**config.mk**
```make
export PLATFORM = sky130hd
export DESIGN_NAME = extended_euclid_mod_inverse
export DESIGN_NICKNAME = d
export VERILOG_FILES = /design/src/hdl/eemi_pkg.sv /design/src/hdl/eemi_step.sv /design/src/hdl/extended_euclid_mod_inverse.sv
export SDC_FILE = /design/constraint.sdc
export NUM_CORES = 1
export LEC_CHECK = 0
export ABC_AREA = 1
export BUFFER_PORTS_ARGS = -buffer_cell sky130_fd_sc_hd__buf_2
export CAP_MARGIN = 0
export CORE_MARGIN = 2
export CORE_UTILIZATION = 62
export CTS_CLUSTER_SIZE = 40
export DETAILED_ROUTE_END_ITERATION = 16
export PLACE_DENSITY = 0.79
export SYNTH_ARGS = -nofsm -noshare
export SYNTH_HDL_FRONTEND = slang
export SYNTH_HIERARCHICAL = 1
export SYNTH_SLANG_ARGS = --single-unit
```
**constraint.sdc**
```tcl
create_clock -name clk -period 9.56 [get_ports clk]
set_input_delay 1.434 -clock clk [delete_from_list [all_inputs] [get_ports clk]]
set_output_delay 1.434 -clock clk [all_outputs]
set_load 0.005 [all_outputs]
```
**src/hdl/eemi_pkg.sv**
```systemverilog
package eemi_pkg;

  localparam int WIDTH = 32;
  localparam int CNT_W = $clog2(WIDTH);

  typedef struct packed {
    logic [WIDTH-1:0] modulus;
    logic [WIDTH-1:0] operand;
  } req_t;

  typedef struct packed {
    logic [WIDTH-1:0] divisor;
    logic [WIDTH-1:0] inverse;
  } rsp_t;

  typedef struct packed {
    logic [WIDTH-1:0] rem;
    logic [WIDTH-1:0] acc;
  } step_res_t;

endpackage

```
**src/hdl/eemi_step.sv**
```systemverilog
module eemi_step (
  input  logic [eemi_pkg::WIDTH-1:0] rem,
  input  logic                       dvd_bit,
  input  logic [eemi_pkg::WIDTH-1:0] dvs,
  input  logic [eemi_pkg::WIDTH-1:0] acc,
  input  logic [eemi_pkg::WIDTH-1:0] mul,
  output eemi_pkg::step_res_t        res
);

  logic [eemi_pkg::WIDTH:0] shifted;
  logic [eemi_pkg::WIDTH:0] diff;
  logic                     ge;

  assign shifted = {rem, dvd_bit};
  assign diff    = shifted - {1'b0, dvs};
  assign ge      = (shifted >= {1'b0, dvs});

  // restoring divide bit plus Horner accumulate of quotient times mul
  always_comb begin
    res.rem  = ge ? diff[eemi_pkg::WIDTH-1:0] : shifted[eemi_pkg::WIDTH-1:0];
    res.acc  = {acc[eemi_pkg::WIDTH-2:0], 1'b0} + (ge ? mul : {eemi_pkg::WIDTH{1'b0}});
  end

endmodule

```
**src/hdl/extended_euclid_mod_inverse.sv**
```systemverilog
// Extended Euclidean modular inverse.
// Input channel (in_valid/in_ready/in_data) takes one request holding a
// modulus and an operand. Result channel (out_valid/out_ready/out_data)
// returns the gcd and the Bezout coefficient of the operand, made
// non-negative by adding the modulus; it is the inverse when gcd is 1.
// The block handles one request at a time: in_ready is high only while
// the sequencer is idle. Each Euclid step runs a bit-serial restoring
// divider that also accumulates quotient times coefficient, plus one
// test and one update state. out_valid rises in the same cycle as
// in_ready, when the sequencer returns to idle after the last step;
// for 32-bit values at most about 47 Euclid steps are needed.
// The result sits in an output register; a new request is accepted while
// it waits. If the receiver stalls, a finished result holds in the
// sequencer until the output register frees up.
// Reset (rst_n low, synchronous) returns the sequencer to idle and drops
// any pending result.
module extended_euclid_mod_inverse (
  input  logic           clk,
  input  logic           rst_n,
  input  logic           in_valid,
  output logic           in_ready,
  input  eemi_pkg::req_t in_data,
  output logic           out_valid,
  input  logic           out_ready,
  output eemi_pkg::rsp_t out_data
);

  localparam logic [1:0] ST_IDLE = 2'd0;
  localparam logic [1:0] ST_TEST = 2'd1;
  localparam logic [1:0] ST_DIV  = 2'd2;
  localparam logic [1:0] ST_UPD  = 2'd3;

  localparam int W = eemi_pkg::WIDTH;

  logic [1:0]                 state_r, state_nxt;
  logic                       done_r, done_nxt;
  logic [W-1:0]               ra_r, ra_nxt;
  logic [W-1:0]               rb_r, rb_nxt;
  logic [W-1:0]               ma_r, ma_nxt;
  logic [W-1:0]               mb_r, mb_nxt;
  logic [W-1:0]               rem_r, rem_nxt;
  logic [W-1:0]               acc_r, acc_nxt;
  logic [W-1:0]               mod_r, mod_nxt;
  logic                       par_r, par_nxt;
  logic [eemi_pkg::CNT_W-1:0] cnt_r, cnt_nxt;
  logic                       out_valid_r, out_valid_nxt;
  eemi_pkg::rsp_t             out_data_r, out_data_nxt;
  eemi_pkg::step_res_t        step_res;
  logic [W-1:0]               inv_val;

  eemi_step u_step (
    .rem     (rem_r),
    .dvd_bit (ra_r[W-1]),
    .dvs     (rb_r),
    .acc     (acc_r),
    .mul     (mb_r),
    .res     (step_res)
  );

  assign inv_val = ((ma_r != {W{1'b0}}) && !par_r) ? (mod_r - ma_r) : ma_r;

  always_comb begin
    state_nxt     = state_r;
    done_nxt      = done_r;
    ra_nxt        = ra_r;
    rb_nxt        = rb_r;
    ma_nxt        = ma_r;
    mb_nxt        = mb_r;
    rem_nxt       = rem_r;
    acc_nxt       = acc_r;
    mod_nxt       = mod_r;
    par_nxt       = par_r;
    cnt_nxt       = cnt_r;
    out_valid_nxt = out_valid_r && !out_ready;
    out_data_nxt  = out_data_r;
    unique case (state_r)
      ST_IDLE: begin
        if (in_valid) begin
          ra_nxt    = in_data.modulus;
          rb_nxt    = in_data.operand;
          ma_nxt    = {W{1'b0}};
          mb_nxt    = W'(1);
          par_nxt   = 1'b0;
          mod_nxt   = in_data.modulus;
          state_nxt = ST_TEST;
        end
      end
      ST_TEST: begin
        if (done_r) begin
          if (!out_valid_r || out_ready) begin
            out_valid_nxt        = 1'b1;
            out_data_nxt.divisor = ra_r;
            out_data_nxt.inverse = inv_val;
            done_nxt             = 1'b0;
            state_nxt            = ST_IDLE;
          end
        end else if (rb_r == {W{1'b0}}) begin
          done_nxt = 1'b1;
        end else begin
          rem_nxt   = {W{1'b0}};
          acc_nxt   = {W{1'b0}};
          cnt_nxt   = eemi_pkg::CNT_W'(W - 1);
          state_nxt = ST_DIV;
        end
      end
      ST_DIV: begin
        rem_nxt = step_res.rem;
        acc_nxt = step_res.acc;
        ra_nxt  = {ra_r[W-2:0], 1'b0};
        cnt_nxt = cnt_r - eemi_pkg::CNT_W'(1);
        if (cnt_r == {eemi_pkg::CNT_W{1'b0}}) begin
          state_nxt = ST_UPD;
        end
      end
      ST_UPD: begin
        ra_nxt    = rb_r;
        rb_nxt    = rem_r;
        ma_nxt    = mb_r;
        mb_nxt    = ma_r + acc_r;
        par_nxt   = ~par_r;
        state_nxt = ST_TEST;
      end
      default: begin
        state_nxt = ST_IDLE;
      end
    endcase
  end

  always_ff @(posedge clk) begin
    if (!rst_n) begin
      state_r     <= ST_IDLE;
      done_r      <= 1'b0;
      out_valid_r <= 1'b0;
    end else begin
      state_r     <= state_nxt;
      done_r      <= done_nxt;
      out_valid_r <= out_valid_nxt;
    end
  end

  always_ff @(posedge clk) begin
    ra_r       <= ra_nxt;
    rb_r       <= rb_nxt;
    ma_r       <= ma_nxt;
    mb_r       <= mb_nxt;
    rem_r      <= rem_nxt;
    acc_r      <= acc_nxt;
    mod_r      <= mod_nxt;
    par_r      <= par_nxt;
    cnt_r      <= cnt_nxt;
    out_data_r <= out_data_nxt;
  end

  assign in_ready  = (state_r == ST_IDLE) && !done_r;
  assign out_valid = out_valid_r;
  assign out_data  = out_data_r;

endmodule

```
### After elaboration in Yosys (flattened, before gate mapping)

Index checks and enable logic that the tools add are counted.
Widths: inputs -> output; s select.

| operators by class | value |
|---|---|
| multiplexer cells | 32 |
| equal/unequal tests | 9 |
| bitwise logic cells | 1 |
| magnitude comparators | 1 |
| reductions and logical operators | 21 |
| $add $sub $neg | 5 |

Operators by type and width:

| operator | count |
|---|---|
| $pmux 32 s2 | 5 |
| $mux 32 | 9 |
| $pmux 32 s3 | 1 |
| $add 32x32->32 | 2 |
| $sub 32x32->32 | 2 |
| $ge 33x32->1 | 1 |
| $logic_not 32->1 | 1 |
| $reduce_bool 32->1 | 1 |
| $mux 2 | 5 |
| $mux 5 | 2 |
| $pmux 5 s2 | 1 |
| $ne 2x2->1 const B | 4 |
| $pmux 2 s4 | 1 |
| $mux 1 | 7 |
| $ne 3x3->1 const B | 2 |
| $reduce_and 2->1 | 3 |
| $reduce_and 3->1 | 2 |
| $logic_not 5->1 | 1 |
| $sub 5x1->5 const B | 1 |
| $eq 2x2->1 const B | 2 |
| $logic_not 1->1 | 4 |
| $reduce_and 4->1 | 1 |
| $reduce_bool 2->1 | 2 |
| $logic_and 1x1->1 | 3 |
| other kinds (6) | 6 |

| storage, ports and cells | value |
|---|---|
| logic and storage cells | 83 |
| register bits | 298 |
| output and inout port bits | 66 |

### Logic depth before layout (Yosys ltp)

Gate-level depths: netlist of run 1.

| depth | value |
|---|---|
| depth in word-level cells | 5 |
| depth in mapped cells | 29 |
| depth with buffers taken out | 28 |

### By module

Netlist of run 1, hierarchy kept.

Modules (own cells, without submodules):

| module | instances | area an instance (um2) | cells an instance |
|---|---|---|---|
| extended_euclid_mod_inverse | 1 | 16138.0 | 1879 |
| eemi_step | 1 | 4595.7 | 849 |

### Worst setup path before layout of run 1

No wires, ideal clock.

| path | value |
|---|---|
| path kind | register to register |
| start | register state_r[0] |
| end | register ma_r[0], enable pin |
| cell stages (with the launch flop) | 6 |
| arrival | 7.785 ns |
| library setup time | 0.687 ns |
| buffers on the path | 2 |
| slack | 1.088 ns |
| period minus slack after synthesis | 8.472 ns |
| cells stage by stage | dfxtp_1 ha_1 clkbuf_1 inv_1 clkbuf_1 o21ai_0 |

| between the ends | value |
|---|---|
| word-level cells in the longest chain between the ends | 3 |
| elaborated cells between the ends (all ways) | 5 |

Ends and longest elaborated chain:

| element | line | RTL |
|---|---|---|
| start, declared | extended_euclid_mod_inverse.sv:35 | `logic [1:0] state_r, state_nxt;` |
| start signal, assigned | extended_euclid_mod_inverse.sv:135 | `state_r <= state_nxt;` |
| $eq 2x2->1 / $logic_not 2->1 (equally long branches) | extended_euclid_mod_inverse.sv:76 | `unique case (state_r)` |
| $reduce_bool 2->1 (no line) / $ne 2x2->1 (equally long branches) | -- |  |
| $reduce_and 2->1 (no line) * | -- |  |
| end signal, assigned | extended_euclid_mod_inverse.sv:144 | `ma_r <= ma_nxt;` |
| end, declared | extended_euclid_mod_inverse.sv:39 | `logic [W-1:0] ma_r, ma_nxt;` |

Mark *: on every way between the ends. The rest lies on a longest branch, timed or not.
A chain may end at the register's enable or synchronous reset.

==> reports/metrics.yaml, run 1 <==
finish:
  num_antenna_cells: 0
  drive_gt1_share_pct: 8.567
  nFillCells: 2778
  layout.cells.non_filler: 3325
  final_nets: 3062
  area_growth_pct: 10.21
  final_core_util_pct: 69.88
global_route:
  busiest_layer: "met2"
  met2_usage_pct: 53.12
  use_met3_pct: 7.992
  overflow: 0
  grt_pass1_vias: 17370
  track_usage_pct: 34.43
  grt_pass1_wl_um: 94080
  grt_start_max_net_pins: 80
  use_met1_pct: 47.84
  antenna_found_initial: 3
setup_path:
  cp.required_ns: 9.86
  worst_setup_path_end_kind: "flip-flop"
  crit_type: "flip-flop to flip-flop"
  cpPeakStageDelay_ns: 0.76
  crit_chain: "ha_1 > a21oi_1 > nand2_1 > a21oi_1 > nand3_2 > nand2_4 > nand2_8 > inv_4 > nor2_1 > ha_1 > fa_1 > nand3_1 > nand2_1 > nand2_1 > o211ai_1 > nand2_1 > nand2_1 > a21oi_1 > xnor2_1 > nand2_1 > inv_1"
  worst_setup_path_start_kind: "flip-flop"
  r2r_slack_ns: 4.59
  path_common_cell: "nand2_1"
  arrival_ns: 5.27
  crit_path_top_delay_cell: "inv_4"
  crit_path_max_fanout: 79
placed_design:
  hpwlAfterDp_um: 47380
  port_buffers: 133
  pre_cts_slack_ns: 4.794
  gp_congestion: 1.037
  placedCellCount: 3266
route:
  dr.pass1.iters: 6
  wl_um: 60850
  route.detailed.drc: 0
  drtIter0Drc: 2077
  antenna_left: 0
  via_per_inst: 5.582
  vias: 18560
  wl_per_cell_um: 18.30
min_path:
  min_path_type: "flip-flop to flip-flop"
pwr:
  p_leak_nw: 11.68
  power_mw: 8.954
  power.density_nw_per_um2: 391.9
  peakVddDrop_uv: 456.1
yosys:
  synthArstFlopShare_pct: 0
  ys_ff_latch: 298
  syn_nets: 2930
  yosysSeqAreaShare_pct: 42.97
  syn_inst: 2728
  syn_area_um2: 20730
  yosysTopAreaCell: "edfxtp_1"
  yosysUniqueCellTypes: 51
  synth_area_leaders: "edfxtp_1 (43%), nand2_1 (16%), inv_1 (9.3%)"
  ys.flop_type: "edfxtp_1"
  synth_edf_count: 294
  yosysWarnings: 6
  synth_area_per_cell_um2: 7.600
  yosysTopAreaCellShare_pct: 42.58
die:
  rows: 66
  io_pins: 134
  fp.dieW_um: 186.9
  die_y_um: 186.9
  initial_utilization_pct: 63.40
  dieArea_um2: 34920
  core-area_um2: 32700
timing:
  clock_skew_ns: 0.02377
  max_slew_margin_pct: 23.63
  period_minus_slack_ns: 4.968
  period_share_pct: 51.97
  rsz0062_at_grt: "no"
  maxSlewViolCount: 0
  finalHoldViolations: 0
  setup_ws_ns: 4.592
  fmax_mhz: 201.3
  setup_tns_ns: 0
  setup_violations: 0
  worstMarginPinSlew_ns: 1.143
clock_tree:
  hold_buffers: 0
  cts_resized: 0
  htreeDepth: 2
  cts_root_buffer: "clkbuf_16"
  postCtsSetupBuffers: 0
  clkLatencyLatePin_ns: 0.55
  path_clk_slew_ns: 0.06
  clock-sinks: 298
  cts-buffers-inserted: 34
  cts_buffer_depth: 3
  cts_tree: "built"
job:
  maxCapViolCount: 0
status:
  status: "finished clean"
-- registers in the layout (all words and copies together), names as in the netlist --
name	flops
rb_r	32
mb_r	32
done_r	1
par_r	1
mod_r	32
rem_r	32
state_r	2
acc_r	32
out_data	64
ma_r	32
cnt_r	5
out_valid	1
ra_r	32
-- path summary, 6_finish.rpt --
| path | from | endpoint | depth (start not counted) |
|---|---|---|---|
| worst max-delay path | rem_r[15]$_SDFFCE_PN0P_ | acc_r[21]$_SDFFCE_PN0P_ | 21 |
| worst min-delay path | ra_r[19]$_DFFE_PP_ | out_data[51]$_DFFE_PP_ | 0 |
| worst max register to register | rem_r[15]$_SDFFCE_PN0P_ | acc_r[21]$_SDFFCE_PN0P_ | 21 |
| worst min register to register | ra_r[19]$_DFFE_PP_ | out_data[51]$_DFFE_PP_ | 0 |
-- cell families (layout without fill, tap and decap cells) --
kind of cell | Yosys count | count (layout) | share of synthesized area [%]
fa+ha+maj | 134 | 134 | 8.231
compound gates | 351 | 351 | 9.553
flops | 298 | 298 | 42.97
buf+inv | 568 | 723 | 10.66
simple gates | 1325 | 1325 | 26.39
xor+xnor | 52 | 52 | 2.197
-- layout make-up --
class / count / area [um^2] / area share (%)
multi-input cells: 1862 / 9682 / 42.37
flip-flops and latches: 298 / 8909 / 38.99
inverters: 521 / 1958 / 8.569
clock buffers: 38 / 865.8 / 3.789
repair buffers: 143 / 740.7 / 3.242
well taps: 442 / 553.0 / 2.420
clock inverters: 21 / 142.6 / 0.6242
-- metal layers --
metal | up-vias | routed length, um
li1 | 9012 | -
met1 | 8513 | 25760
met2 | 911 | 26600
met3 | 120 | 6247
met4 | 4 | 2224
met5 | - | 26
-- cells in the mapped netlist (all sizes together) (11+ instances only) --
library cell  instances
edfxtp              294
clkbuf               31
buf                  16
ha                  130
inv                 519
xnor2                29
o21ai               127
nand4                26
nor3                 14
nand3b               11
nand3               125
xor2                 23
a21oi               151
o21bai               14
nor2                236
nand2               893
a22oi                31
-- power breakdown --
group	switching, mW	leakage [nW]	internal, mW
sequential	0.387	2.83	2.14
combinational	3.55	8.35	1.65
clock	0.545	0.496	0.682
total	4.48	11.7	4.47
-- critical path, delay by kind of cell (launching register included) --
family          cells  cell delay (ns)
xor+xnor            1             0.10
simple gates       11             1.31
fa+ha+maj           3             1.09
flops               1             0.43
buf+inv             2             0.80
compound gates      4             0.92
-- cell usage in the layout, fill, tap and decap left out, drive strengths merged, types with 23 or more instances in the layout --
master  instances
nand2         893
inv           523
edfxtp        294
nor2          236
a21oi         151
buf           143
ha            130
o21ai         127
nand3         125
clkbuf         38
a22oi          31
xnor2          29
nand4          26
xor2           23
-- per-stage QoR --
stage	hold slack, ns	area [um^2]
global placement	0.4296	21840
finish	0.4593	22850
detailed placement	0.4360	21840
floorplan	0.4264	20730
CTS	0.4584	22850
global route	0.4761	22850
Note: power is estimated with default switching activity, not from simulation.
==> run 2, diff against run 1 <==
--- a/config.mk
+++ b/config.mk
@@ -9,10 +9,10 @@
 export BUFFER_PORTS_ARGS = -buffer_cell sky130_fd_sc_hd__buf_2
 export CAP_MARGIN = 0
 export CORE_MARGIN = 2
-export CORE_UTILIZATION = 62
+export CORE_UTILIZATION = 56
 export CTS_CLUSTER_SIZE = 40
 export DETAILED_ROUTE_END_ITERATION = 16
-export PLACE_DENSITY = 0.79
+export PLACE_DENSITY = 0.75
 export SYNTH_ARGS = -nofsm -noshare
 export SYNTH_HDL_FRONTEND = slang
 export SYNTH_HIERARCHICAL = 1
==> constraint.sdc (replaced) <==
create_clock -name clk -period 4.5 [get_ports clk]
set_input_delay 0.675 -clock clk [delete_from_list [all_inputs] [get_ports clk]]
set_output_delay 0.675 -clock clk [all_outputs]
set_load 0.005 [all_outputs]
==> run 2 against run 1 <==
- power increased by 120%
- hold slack got worse by 0.16 ns
- clock-buffer cell count increased by 2
- largest cell class unchanged
- highest routed layer is now met4
==> reports/metrics.yaml, run 2 (synthesized netlist as in run 1, its figures left out) <==
status:
  status: "finished clean"
die:
  io_pins: 134
  initial_utilization_pct: 56.77
  die_y_um: 196.4
  fp.dieW_um: 196.4
  dieArea_um2: 38580
  core-area_um2: 36520
  rows: 70
setup_path:
  crit_type: "flip-flop to flip-flop"
  crit_path_max_fanout: 20
  crit_start: "rem_r[7]$_SDFFCE_PN0P_"
  r2r-start: "rem_r[7]$_SDFFCE_PN0P_"
  ff2ff_path_depth: 21
  cpPeakStageDelay_ns: 0.54
  endpoint: "acc_r[22]$_SDFFCE_PN0P_"
  r2r-end: "acc_r[22]$_SDFFCE_PN0P_"
  cp_top_family: "simple AND/OR/NAND/NOR gates"
  arrival_ns: 4.58
  r2r_slack_ns: 0.24
  cp.depth: 21
  crit_path_top_delay_cell: "o21ai_0"
  worst_setup_path_start_kind: "flip-flop"
  cp.required_ns: 4.82
  path_common_cell: "nand2_1"
  worst_setup_path_end_kind: "flip-flop"
  crit_chain: "ha_1 > nand2_2 > inv_1 > a21oi_1 > nand2_1 > nand2_1 > nand3_2 > nand2_4 > nand2_8 > inv_6 > buf_16 > nor2_1 > ha_1 > nand2_1 > nor2_1 > nand2_1 > o21ai_0 > a21oi_1 > xnor2_1 > nand2_1 > inv_1"
  worst-path-buf-inv: 4
timing:
  maxSlewViolCount: 0
  setup_violations: 0
  period_minus_slack_ns: 4.258
  worstMarginPinSlew_ns: 1.156
  clock_skew_ns: 0.02214
  fmax_mhz: 234.9
  finalHoldViolations: 0
  max_slew_margin_pct: 22.74
  holdWs_ns: 0.2943
  rsz0062_at_grt: "no"
  setup_ws_ns: 0.2422
  setup_tns_ns: 0
  period_share_pct: 94.62
pwr:
  seqPwrFrac_pct: 27.7
  peakVddDrop_uv: 946.4
  swShare_pct: 49.57
  power_frac_comb_pct: 57.1
  p_leak_nw: 11.79
  power_mw: 19.59
  pwr-share-clk_pct: 15.3
  power_switching_mw: 9.712
  power.density_nw_per_um2: 845.4
  p_int_mw: 9.882
global_route:
  grt_pass1_vias: 17330
  grt_pass1_wl_um: 96540
  track_usage_pct: 32.84
  overflow: 0
  grt_start_max_net_pins: 78
  antenna_found_initial: 0
placed_design:
  placedCellCount: 3296
  port_buffers: 133
  dpl-instance-area_um2: 21930
  gp_congestion: 0.9928
  pre_cts_slack_ns: 0.2163
  hpwlAfterDp_um: 49460
clock_tree:
  hold_buffers: 0
  cts_root_buffer: "clkbuf_16"
  clkLatencyLatePin_ns: 0.57
  cts_buffer_depth: 3
  htreeDepth: 2
  cts_resized: 0
  cts_tree: "built"
  postCtsSetupBuffers: 0
  path_clk_slew_ns: 0.06
  clock-sinks: 298
  cts-buffers-inserted: 36
route:
  vias: 18370
  wl_per_cell_um: 18.91
  wl_um: 63550
  drtIter0Drc: 1505
  route.detailed.drc: 0
  antenna_left: 0
  dr.pass1.iters: 5
  via_per_inst: 5.467
finish:
  layout.cells.non_filler: 3361
  final_core_util_pct: 63.46
  drive_gt1_share_pct: 9.333
  multi_input_area_um2: 9704
  nFillCells: 3236
  layout_commonest_cell: "nand2_1"
  final_nets: 3069
  num_antenna_cells: 0
  post-route-cell-area_um2: 23180
  seq_area_um2: 8909
  largest_reg_flops: 64
  layout_common_cells: "nand2_1 (886), inv_1 (511), edfxtp_1 (294)"
  area_growth_pct: 11.78
min_path:
  min_path_type: "input pin to flip-flop"
job:
  maxCapViolCount: 0
-- run 2: power groups by stage --
stage               clock network [mW]  registers [mW]  logic, mW
floorplan                            0            5.03       8.19
global placement                     0            5.40       10.8
detailed placement                   0            5.43       10.9
CTS                               3.03            5.39       10.9
global route                      3.10            5.49       12.5
finish                            2.99            5.42       11.2
-- run 2: final cells by class --
cell class,instances,area share [%]
Clock buffer,40,3.952
Clock inverter,24,1.177
Inverter,521,8.460
Multi-Input combinational cell,1862,41.87
Sequential cell,298,38.44
Tap cell,468,2.527
Timing Repair Buffer,148,3.574
-- run 2: worst min-delay path by stage --
stage,start,endpoint,slack [ns],cells past startpoint
finish,in_data[38],mod_r[6]$_DFFE_PP_,0.29,1
global route,in_data[38],mod_r[6]$_DFFE_PP_,0.29,1
CTS,in_data[38],mod_r[6]$_DFFE_PP_,0.27,1
detailed placement,ra_r[15]$_DFFE_PP_,out_data[47]$_DFFE_PP_,0.44,0
global placement,ra_r[19]$_DFFE_PP_,out_data[51]$_DFFE_PP_,0.43,0
floorplan,ra_r[31]$_DFFE_PP_,out_data[63]$_DFFE_PP_,0.43,0
-- run 2: routing by layer --
layer  vias to the layer above  part of all wire, %  global-route usage, %
met1                      8528                   44                  46.60
met3                       103                  7.8                  4.466
met4                         0                  2.8                  10.33
met5                         -                    0                      0
li1                       9032                    -                      -
met2                       710                   46                  52.44
